<file path="src/rtl/core/beaq_pkg.sv">
// Shared types, button masks and palette step functions for the button qualifier.
`default_nettype none
package beaq_pkg;

   localparam int unsigned BtnWidth   = 10;
   localparam int unsigned MsWidth    = 16;
   localparam int unsigned HoldWidth  = 17;
   localparam int unsigned PalWidth   = 7;
   localparam int unsigned IdxWidth   = 6;
   localparam int unsigned CsrAddrWidth = 5;
   localparam int unsigned CsrDataWidth = 32;

   // Button positions in the button word.
   localparam int unsigned BtnA      = 0;
   localparam int unsigned BtnB      = 1;
   localparam int unsigned BtnSelect = 2;
   localparam int unsigned BtnUp     = 4;
   localparam int unsigned BtnDown   = 5;
   localparam int unsigned BtnLeft   = 6;
   localparam int unsigned BtnRight  = 7;

   localparam logic [BtnWidth-1:0] BtnDirsMask = 10'b00_1111_0000;
   localparam logic [HoldWidth-1:0] HoldMax = '1;
   localparam logic [PalWidth-1:0] PalMax = 7'd64;

   // Register indexes on the configuration port.
   localparam logic [2:0] CSR_LONG_PRESS   = 3'd0;
   localparam logic [2:0] CSR_REPEAT_DELAY = 3'd1;
   localparam logic [2:0] CSR_PALETTE_SIZE = 3'd2;
   localparam logic [2:0] CSR_DEFAULT_FG   = 3'd3;
   localparam logic [2:0] CSR_DEFAULT_BG   = 3'd4;

   localparam logic [MsWidth-1:0]  LongPressReset   = 16'd500;
   localparam logic [MsWidth-1:0]  RepeatDelayReset = 16'd40;
   localparam logic [PalWidth-1:0] PaletteSizeReset = 7'd64;
   localparam logic [IdxWidth-1:0] DefaultFgReset   = 6'd0;
   localparam logic [IdxWidth-1:0] DefaultBgReset   = 6'd0;

   typedef struct packed {
      logic [MsWidth-1:0]  long_press_ms;
      logic [MsWidth-1:0]  repeat_delay_ms;
      logic [PalWidth-1:0] palette_size;
      logic [IdxWidth-1:0] default_fg;
      logic [IdxWidth-1:0] default_bg;
   } cfg_type;

   typedef struct packed {
      logic [BtnWidth-1:0]  previous_buttons;
      logic [HoldWidth-1:0] hold_timer;
      logic [IdxWidth-1:0]  fg_colour;
      logic [IdxWidth-1:0]  bg_colour;
   } state_type;

   typedef struct packed {
      logic [BtnWidth-1:0] buttons;
      logic [MsWidth-1:0]  elapsed_ms;
      logic                ignore_edges;
   } poll_type;

   typedef struct packed {
      logic [BtnWidth-1:0] pad_bits;
      logic                wake;
      logic [IdxWidth-1:0] fg_index;
      logic [IdxWidth-1:0] bg_index;
      logic                colours_changed;
      logic                save_request;
   } result_type;

   // Palette size clamped into 1..64.
   function automatic logic [PalWidth-1:0] eff_size(input logic [PalWidth-1:0] size);
      logic [PalWidth-1:0] s;
      if (size == '0) begin
         s = 7'd1;
      end else if (size > PalMax) begin
         s = PalMax;
      end else begin
         s = size;
      end
      return s;
   endfunction

   function automatic logic [IdxWidth-1:0] step_up(input logic [IdxWidth-1:0] idx,
                                                   input logic [PalWidth-1:0] size);
      logic [PalWidth-1:0] n;
      logic [IdxWidth-1:0] r;
      n = {1'b0, idx} + 7'd1;
      if (n >= eff_size(size)) begin
         r = '0;
      end else begin
         r = n[IdxWidth-1:0];
      end
      return r;
   endfunction

   function automatic logic [IdxWidth-1:0] step_down(input logic [IdxWidth-1:0] idx,
                                                     input logic [PalWidth-1:0] size);
      logic [PalWidth-1:0] top;
      logic [IdxWidth-1:0] r;
      top = eff_size(size) - 7'd1;
      if (idx == '0) begin
         r = top[IdxWidth-1:0];
      end else begin
         r = idx - 6'd1;
      end
      return r;
   endfunction

endpackage
`default_nettype wire

</file>
<file path="src/rtl/core/beaq_step.sv">
// Next-state and result logic for one poll of the button qualifier.
`default_nettype none
module beaq_step
   import beaq_pkg::*;
(
   input  wire cfg_type    cfg,
   input  wire state_type  state,
   input  wire poll_type   poll,
   output state_type       state_next,
   output result_type      result
);

   logic [HoldWidth:0]    hold_sum;
   logic [HoldWidth-1:0]  hold_acc;
   logic [BtnWidth-1:0]   pushed;
   logic [BtnWidth-1:0]   word;
   logic                  select;
   logic                  fire;
   logic [IdxWidth-1:0]   fg_next;
   logic [IdxWidth-1:0]   bg_next;
   logic                  changed;
   logic                  save;
   logic [MsWidth-1:0]    reload;

   assign hold_sum = {1'b0, state.hold_timer} + {{(HoldWidth+1-MsWidth){1'b0}}, poll.elapsed_ms};

   always_comb begin
      if ((poll.buttons & BtnDirsMask) != '0) begin
         hold_acc = hold_sum[HoldWidth] ? HoldMax : hold_sum[HoldWidth-1:0];
      end else begin
         hold_acc = '0;
      end
   end

   assign pushed = poll.ignore_edges ? poll.buttons : (poll.buttons & ~state.previous_buttons);
   assign select = poll.buttons[BtnSelect];
   assign word   = select ? '0 : poll.buttons;
   assign fire   = (pushed != '0) ||
                   (hold_acc > {{(HoldWidth-MsWidth){1'b0}}, cfg.long_press_ms});
   assign reload = (cfg.repeat_delay_ms > cfg.long_press_ms) ? '0
                   : cfg.long_press_ms - cfg.repeat_delay_ms;

   // While SELECT is held, only the first newly pressed button in the order UP, DOWN, LEFT, RIGHT, A, B acts.
   always_comb begin
      fg_next = state.fg_colour;
      bg_next = state.bg_colour;
      changed = 1'b0;
      save    = 1'b0;
      if (select) begin
         priority if (pushed[BtnUp]) begin
            fg_next = step_up(state.fg_colour, cfg.palette_size);
            changed = 1'b1;
         end else if (pushed[BtnDown]) begin
            fg_next = step_down(state.fg_colour, cfg.palette_size);
            changed = 1'b1;
         end else if (pushed[BtnLeft]) begin
            bg_next = step_up(state.bg_colour, cfg.palette_size);
            changed = 1'b1;
         end else if (pushed[BtnRight]) begin
            bg_next = step_down(state.bg_colour, cfg.palette_size);
            changed = 1'b1;
         end else if (pushed[BtnA]) begin
            save = 1'b1;
         end else if (pushed[BtnB]) begin
            fg_next = cfg.default_fg;
            bg_next = cfg.default_bg;
            changed = 1'b1;
            save    = 1'b1;
         end else begin
            save = 1'b0;
         end
      end
   end

   always_comb begin
      state_next.previous_buttons = poll.buttons;
      state_next.fg_colour        = fg_next;
      state_next.bg_colour        = bg_next;
      // A repeat with no new press restarts the timer one repeat interval short of the limit.
      if (fire && (pushed == '0)) begin
         state_next.hold_timer = {{(HoldWidth-MsWidth){1'b0}}, reload};
      end else begin
         state_next.hold_timer = hold_acc;
      end
   end

   always_comb begin
      result.pad_bits        = fire ? word : '0;
      result.wake            = select || (fire && (word != '0));
      result.fg_index        = fg_next;
      result.bg_index        = bg_next;
      result.colours_changed = changed;
      result.save_request    = save;
   end

endmodule
`default_nettype wire

</file>
<file path="src/rtl/core/button_edge_autorepeat_qualifier.sv">
// Top level of the button qualifier: poll handshake, registers and result staging.
// The req channel takes one poll word per handshake: held buttons, the milliseconds
// since the previous poll and a flag that treats every held button as new. For each
// poll the rsp channel returns exactly one word: the qualified button word, a wake
// flag, the current palette indices and the colour change and save flags.
// A poll accepted into the input register is evaluated against the hold timer, edge
// and palette state, and its result is captured in the result register, which
// drives rsp_valid, once that register is empty or its word is being taken.
// With rsp_ready high, throughput is one word per cycle; the input and result
// registers each hold a word, so a new poll is taken while a finished result waits.
// When rsp_ready is low the result register holds its word, the input register
// fills, and req_ready drops only once both are full.
// Reset clears both stages, the previous-button word and the hold timer, sets the
// colour indices to the default index reset values and the registers to their
// reset values. Register writes on the APB port are registered at the end of the access
// cycle; they are expected only while no poll is in flight.
`default_nettype none
module button_edge_autorepeat_qualifier
   import beaq_pkg::*;
(
   input  wire                      clock,
   input  wire                      reset,

   input  wire                      req_valid,
   output logic                     req_ready,
   input  wire  [BtnWidth-1:0]      req_buttons,
   input  wire  [MsWidth-1:0]       req_elapsed_ms,
   input  wire                      req_ignore_edges,

   output logic                     rsp_valid,
   input  wire                      rsp_ready,
   output logic [BtnWidth-1:0]      rsp_pad_bits,
   output logic                     rsp_wake,
   output logic [IdxWidth-1:0]      rsp_fg_index,
   output logic [IdxWidth-1:0]      rsp_bg_index,
   output logic                     rsp_colours_changed,
   output logic                     rsp_save_request,

   input  wire                      csr_psel,
   input  wire                      csr_penable,
   input  wire                      csr_pwrite,
   input  wire  [CsrAddrWidth-1:0]  csr_paddr,
   input  wire  [CsrDataWidth-1:0]  csr_pwdata,
   output logic [CsrDataWidth-1:0]  csr_prdata,
   output logic                     csr_pready
);

   cfg_type    cfg_ff, cfg_in;
   state_type  state_ff, state_in, state_next;
   poll_type   poll_ff, poll_in;
   logic       poll_valid_ff, poll_valid_in;
   result_type result_ff, result_in, result_next;
   logic       result_valid_ff, result_valid_in;
   logic       advance;
   logic       csr_write;
   logic [2:0] csr_index;

   // ---------------- configuration port ----------------
   assign csr_pready = 1'b1;
   assign csr_write  = csr_psel && csr_penable && csr_pwrite;
   assign csr_index  = csr_paddr[CsrAddrWidth-1:2];

   always_comb begin
      cfg_in = cfg_ff;
      if (csr_write) begin
         unique case (csr_index)
            CSR_LONG_PRESS:   cfg_in.long_press_ms   = csr_pwdata[MsWidth-1:0];
            CSR_REPEAT_DELAY: cfg_in.repeat_delay_ms = csr_pwdata[MsWidth-1:0];
            CSR_PALETTE_SIZE: cfg_in.palette_size    = csr_pwdata[PalWidth-1:0];
            CSR_DEFAULT_FG:   cfg_in.default_fg      = csr_pwdata[IdxWidth-1:0];
            CSR_DEFAULT_BG:   cfg_in.default_bg      = csr_pwdata[IdxWidth-1:0];
            default:          cfg_in = cfg_ff;
         endcase
      end
   end

   always_comb begin
      unique case (csr_index)
         CSR_LONG_PRESS:   csr_prdata = {{(CsrDataWidth-MsWidth){1'b0}}, cfg_ff.long_press_ms};
         CSR_REPEAT_DELAY: csr_prdata = {{(CsrDataWidth-MsWidth){1'b0}}, cfg_ff.repeat_delay_ms};
         CSR_PALETTE_SIZE: csr_prdata = {{(CsrDataWidth-PalWidth){1'b0}}, cfg_ff.palette_size};
         CSR_DEFAULT_FG:   csr_prdata = {{(CsrDataWidth-IdxWidth){1'b0}}, cfg_ff.default_fg};
         CSR_DEFAULT_BG:   csr_prdata = {{(CsrDataWidth-IdxWidth){1'b0}}, cfg_ff.default_bg};
         default:          csr_prdata = '0;
      endcase
   end

   always_ff @(posedge clock) begin
      if (reset) begin
         cfg_ff.long_press_ms   <= LongPressReset;
         cfg_ff.repeat_delay_ms <= RepeatDelayReset;
         cfg_ff.palette_size    <= PaletteSizeReset;
         cfg_ff.default_fg      <= DefaultFgReset;
         cfg_ff.default_bg      <= DefaultBgReset;
      end else begin
         cfg_ff <= cfg_in;
      end
   end

   // ---------------- poll pipeline ----------------
   // A registered poll moves into the result register whenever that register is
   // empty or its word is being taken; the state advances with it.
   assign advance   = poll_valid_ff && (!result_valid_ff || rsp_ready);
   assign req_ready = !poll_valid_ff || advance;

   always_comb begin
      poll_valid_in = poll_valid_ff;
      poll_in       = poll_ff;
      if (req_valid && req_ready) begin
         poll_valid_in        = 1'b1;
         poll_in.buttons      = req_buttons;
         poll_in.elapsed_ms   = req_elapsed_ms;
         poll_in.ignore_edges = req_ignore_edges;
      end else if (advance) begin
         poll_valid_in = 1'b0;
      end
   end

   beaq_step u_step (
      .cfg        (cfg_ff),
      .state      (state_ff),
      .poll       (poll_ff),
      .state_next (state_next),
      .result     (result_next)
   );

   assign state_in = advance ? state_next : state_ff;

   always_comb begin
      result_in       = result_ff;
      result_valid_in = result_valid_ff;
      if (advance) begin
         result_in       = result_next;
         result_valid_in = 1'b1;
      end else if (rsp_ready) begin
         result_valid_in = 1'b0;
      end
   end

   always_ff @(posedge clock) begin
      if (reset) begin
         poll_valid_ff             <= 1'b0;
         result_valid_ff           <= 1'b0;
         state_ff.previous_buttons <= '0;
         state_ff.hold_timer       <= '0;
         state_ff.fg_colour        <= DefaultFgReset;
         state_ff.bg_colour        <= DefaultBgReset;
      end else begin
         poll_valid_ff   <= poll_valid_in;
         result_valid_ff <= result_valid_in;
         state_ff        <= state_in;
      end
   end

   always_ff @(posedge clock) begin
      poll_ff   <= poll_in;
      result_ff <= result_in;
   end

   assign rsp_valid           = result_valid_ff;
   assign rsp_pad_bits        = result_ff.pad_bits;
   assign rsp_wake            = result_ff.wake;
   assign rsp_fg_index        = result_ff.fg_index;
   assign rsp_bg_index        = result_ff.bg_index;
   assign rsp_colours_changed = result_ff.colours_changed;
   assign rsp_save_request    = result_ff.save_request;

endmodule
`default_nettype wire
</file>
<file path="config.mk">
export PLATFORM = sky130hd
export DESIGN_NAME = button_edge_autorepeat_qualifier
export DESIGN_NICKNAME = d
export VERILOG_FILES = /design/src/rtl/core/beaq_pkg.sv /design/src/rtl/core/beaq_step.sv /design/src/rtl/core/button_edge_autorepeat_qualifier.sv
export SDC_FILE = /design/constraint.sdc
export NUM_CORES = 1
export LEC_CHECK = 0
export ABC_CLOCK_PERIOD_IN_PS = 4100
export BUFFER_PORTS_ARGS = -buffer_cell sky130_fd_sc_hd__buf_2
export CAP_MARGIN = 20
export CORE_MARGIN = 2
export CORE_UTILIZATION = 34
export CTS_BUF_LIST = sky130_fd_sc_hd__clkbuf_4 sky130_fd_sc_hd__clkbuf_8
export CTS_CLUSTER_SIZE = 40
export DETAILED_ROUTE_END_ITERATION = 7
export PLACE_DENSITY_LB_ADDON = 0.1
export SYNTH_ARGS = -nofsm -noshare
export SYNTH_HDL_FRONTEND = slang
export SYNTH_HIERARCHICAL = 1
export SYNTH_SLANG_ARGS = --single-unit
</file>
<file path="constraint.sdc">
create_clock -name clock -period 4.1 [get_ports clock]
set_input_delay 0.82 -clock clock [delete_from_list [all_inputs] [get_ports clock]]
set_output_delay 0.82 -clock clock [all_outputs]
set_load 0.01 [all_outputs]
</file>
==> impl_metrics.ini <==
[sta]
clock_skew_ns = 0.0175
final.min_clock_period_ns = 4.24
finalSetupViolCount = 26
rsz0062_at_grt = true
worst_slew_pin_slew_ns = 0.796
tns_ns = -1.63
layout_setup_ws_ns = -0.137
whs_ns = 0.480
finalHoldViolCount = 0
maxSlewHeadroom_pct = 46.9
slew_violations = 0
clock.fmax_ghz = 0.236
finalCritPeriodShare_pct = 103

[logic_synthesis]
syn_area_mm2 = 0.00983
muxShareOfSynthArea_pct = 6.53
synthAdderAreaFrac_pct = 9.19
yosys.area_share.simple_pct = 15.7
yosysWarnings = 6
synth_edf_count = 52
yosysTopAreaCellShare_pct = 18.7
synth.distinct_cells = 77
synth_compound_area_share_pct = 21.7
synth_largest_area_cell = dfxtp_1
synth_flop_cell = dfxtp_1
yosys-top-cells-area = dfxtp_1 19%, edfxtp_1 16%, ha_1 8.8%
netlist_instances = 1115
ys_seq_elements = 144
avgSynthCellArea_um2 = 8.81
synthXorXnorAreaFrac_pct = 3.57
synth_top_family_by_area = compound AO/OA/AOI/OAI gates
async_flop_share_pct = 0
synth_seq_area_share_pct = 34.6

[global_route]
grt_use_total_pct = 18.6
grt_max_degree = 76
antenna_found_initial = 0
grt_overflow = 0
grt_pass1_wl_mm = 44.6
grt_pass1_vias = 8080

[critical_path]
reg2reg_from = poll_ff[1]
cp-start-kind = register
worstPathRequired_ns = 4.29
arrival_ns = 4.42
r2r-end = rsp_wake
reg2reg_depth = 20
reg2reg_slack_ns = -0.14
endpoint_kind = register
path_max_fanout = 5
worstSetupPathType = register to register

[run]
cap_violations = 0

[power]
power.leakage_nw = 4.78
p_seq_share_pct = 43.7
internal-power_mw = 2.49
comb_power_share_pct = 23.6
finalPower_mw = 3.61
swShare_pct = 31.1
ir_worst_vdd_mv = 0.235
power_switching_mw = 1.12
clkPwrFrac_pct = 32.8
p_per_area_mw_per_mm2 = 310

[final_layout]
drive_above_1_share_pct = 22.8
nFillCells = 2996
layout-area-overhead-vs-synth_pct = 18.4
regArea_mm2 = 0.00340
antenna_cells = 0
final_common_cell = a21oi_1
final_cell_mix = 103 x a21oi_1, 94 x buf_2, 92 x dfxtp_1
post-route-util_pct = 40.8
multi_input_area_mm2 = 0.00599
nets = 1368

[place]
gp_congestion = 0.799
port-buffer-count = 95
dp_hpwl_mm = 20.5

[min_path]
min_path_cells = 2
hold_path_end = state_ff[35]
min_path_type = register to register
worstHoldStart = state_ff[35]

[detailed_routing]
drt_first_iter_violations = 598
wire_per_inst_um = 17.4
wirelength_mm = 28.2
vias_per_cell = 5.17
ant_nets = 0
firstDrtPassIters = 5
vias = 8393
drc = 0

[clocking]
cts_hold_buf = 0
clockBufferDepth = 2
insertion_delay_ns = 0.47
cts_sinks = 144
htreeDepth = 4
cts_buffers = 17
clkTransAtPathRegs_ns = 0.09
root_buffer = clkbuf_8
cts_tree = done

[floorplanning]
die-height_um = 174
initial_core_util_pct = 34.4
rows = 62
core-area_mm2 = 0.0285
pin_count = 131
die_w_um = 174
die_area_mm2 = 0.0303

[status]
violations = negative setup slack
run_status = complete, but fails checks
## per-layer routing
metal / vias up / GRT usage (%) / part of all wire (%)
li1: 4217 / - / -
met1: 3982 / 24.6 / 46
met2: 172 / 31.5 / 49
met3: 22 / 3.19 / 3.6
met4: 0 / 4.20 / 1.2
met5: - / 0 / 0
## worst max-delay path, cell delays in order (launching register included)
cell and delay [ns]:
edfxtp_1 0.44, ha_4 0.19, fa_2 0.34, a211oi_2 0.24
o21bai_1 0.13, a21oi_2 0.20, o21ai_2 0.10, o31a_1 0.29
a41oi_2 0.15, buf_4 0.16, ha_4 0.20, a211o_1 0.32
a31oi_1 0.16, o211a_1 0.20, o41ai_4 0.09, nand2_2 0.10
inv_4 0.06, buf_6 0.11, nor3_4 0.20, buf_6 0.19
a32oi_1 0.07
## how the worst max path moves through the flow
stage | cells past startpoint | from | slack, ns | to
6_report | 20 | poll_ff[1] | -0.14 | rsp_wake
5_1_grt | 23 | poll_ff[1] | -0.38 | rsp_wake
4_1_cts | 25 | poll_ff[1] | -0.12 | state_ff[26]
3_5_place_dp | 20 | poll_ff[1] | -0.38 | rsp_wake
2_1_floorplan | 20 | poll_ff[1] | 0.02 | state_ff[14]
3_3_place_gp | 20 | poll_ff[1] | -0.37 | rsp_wake
## synthesized netlist by cell type (11+ instances only)
cell type and n:
a21oi_1 115, dfxtp_1 92, o21ai_0 74, ha_1 69, inv_1 68, nor2_1 68
mux2i_1 54, edfxtp_1 52, nand3_1 51, nand2b_1 46, buf_4 43, clkbuf_1 37
nand2_1 27, xnor2_1 23, nor3_1 21, a21o_1 20, nor2b_1 17, xor2_1 17
o21ai_1 15, o22ai_1 14, a22o_1 13, a22oi_1 13, and3_1 11
## timing repair
action	in CTS	in global routing
hold endpoints to repair	0	0
pin swaps	32	31
resized for setup	37	39
buffers inserted	6	8
cloned	1	0
setup endpoints to repair	26	26
## area by class of cell
cell class	count	share of cell area, %
inverters	69	2.25
clock buffers	18	2.07
multi-input cells	819	51.5
clock inverters	14	1.31
repair buffers	175	9.52
flip-flops and latches	144	29.2
well taps	384	4.13
## power by group through the flow
stage                     clock network, mW  logic [mW]  registers (mW)
after floorplan                           0       0.508            1.60
after global placement                    0       0.732            1.61
after detailed placement                  0       0.735            1.61
after CTS                              1.23       0.787            1.58
after global routing                   1.28       0.941            1.58
final                                  1.18       0.852            1.58
## sequential cells by signal, summed over array words and instances, names as in the netlist
register,cells
rsp_colours_changed,1
cfg_ff,51
rsp_wake,1
state_ff,39
rsp_fg_index,6
poll_ff,27
poll_valid_ff,1
rsp_pad_bits,10
rsp_valid,1
rsp_bg_index,6
rsp_save_request,1
## logic make-up after synthesis
family	count (synthesis)
AO/OA/AOI/OAI	342
XOR/XNOR	40
adder cells (fa/ha/maj)	71
buffers and inverters	167
flip-flops	144
multiplexers	63
other	3
AND/OR/NAND/NOR	285
## per-stage QoR
stage | instance area [um2] | setup WS, ns | instances
detailed placement | 10800 | -0.383 | 1577
CTS | 11400 | -0.124 | 1616
finish | 11600 | -0.137 | 1623
global route | 11600 | -0.380 | 1623
global placement | 10800 | -0.370 | 1577
floorplan | 9880 | 0.0182 | 1130
Power figures use the tool's default switching activity.
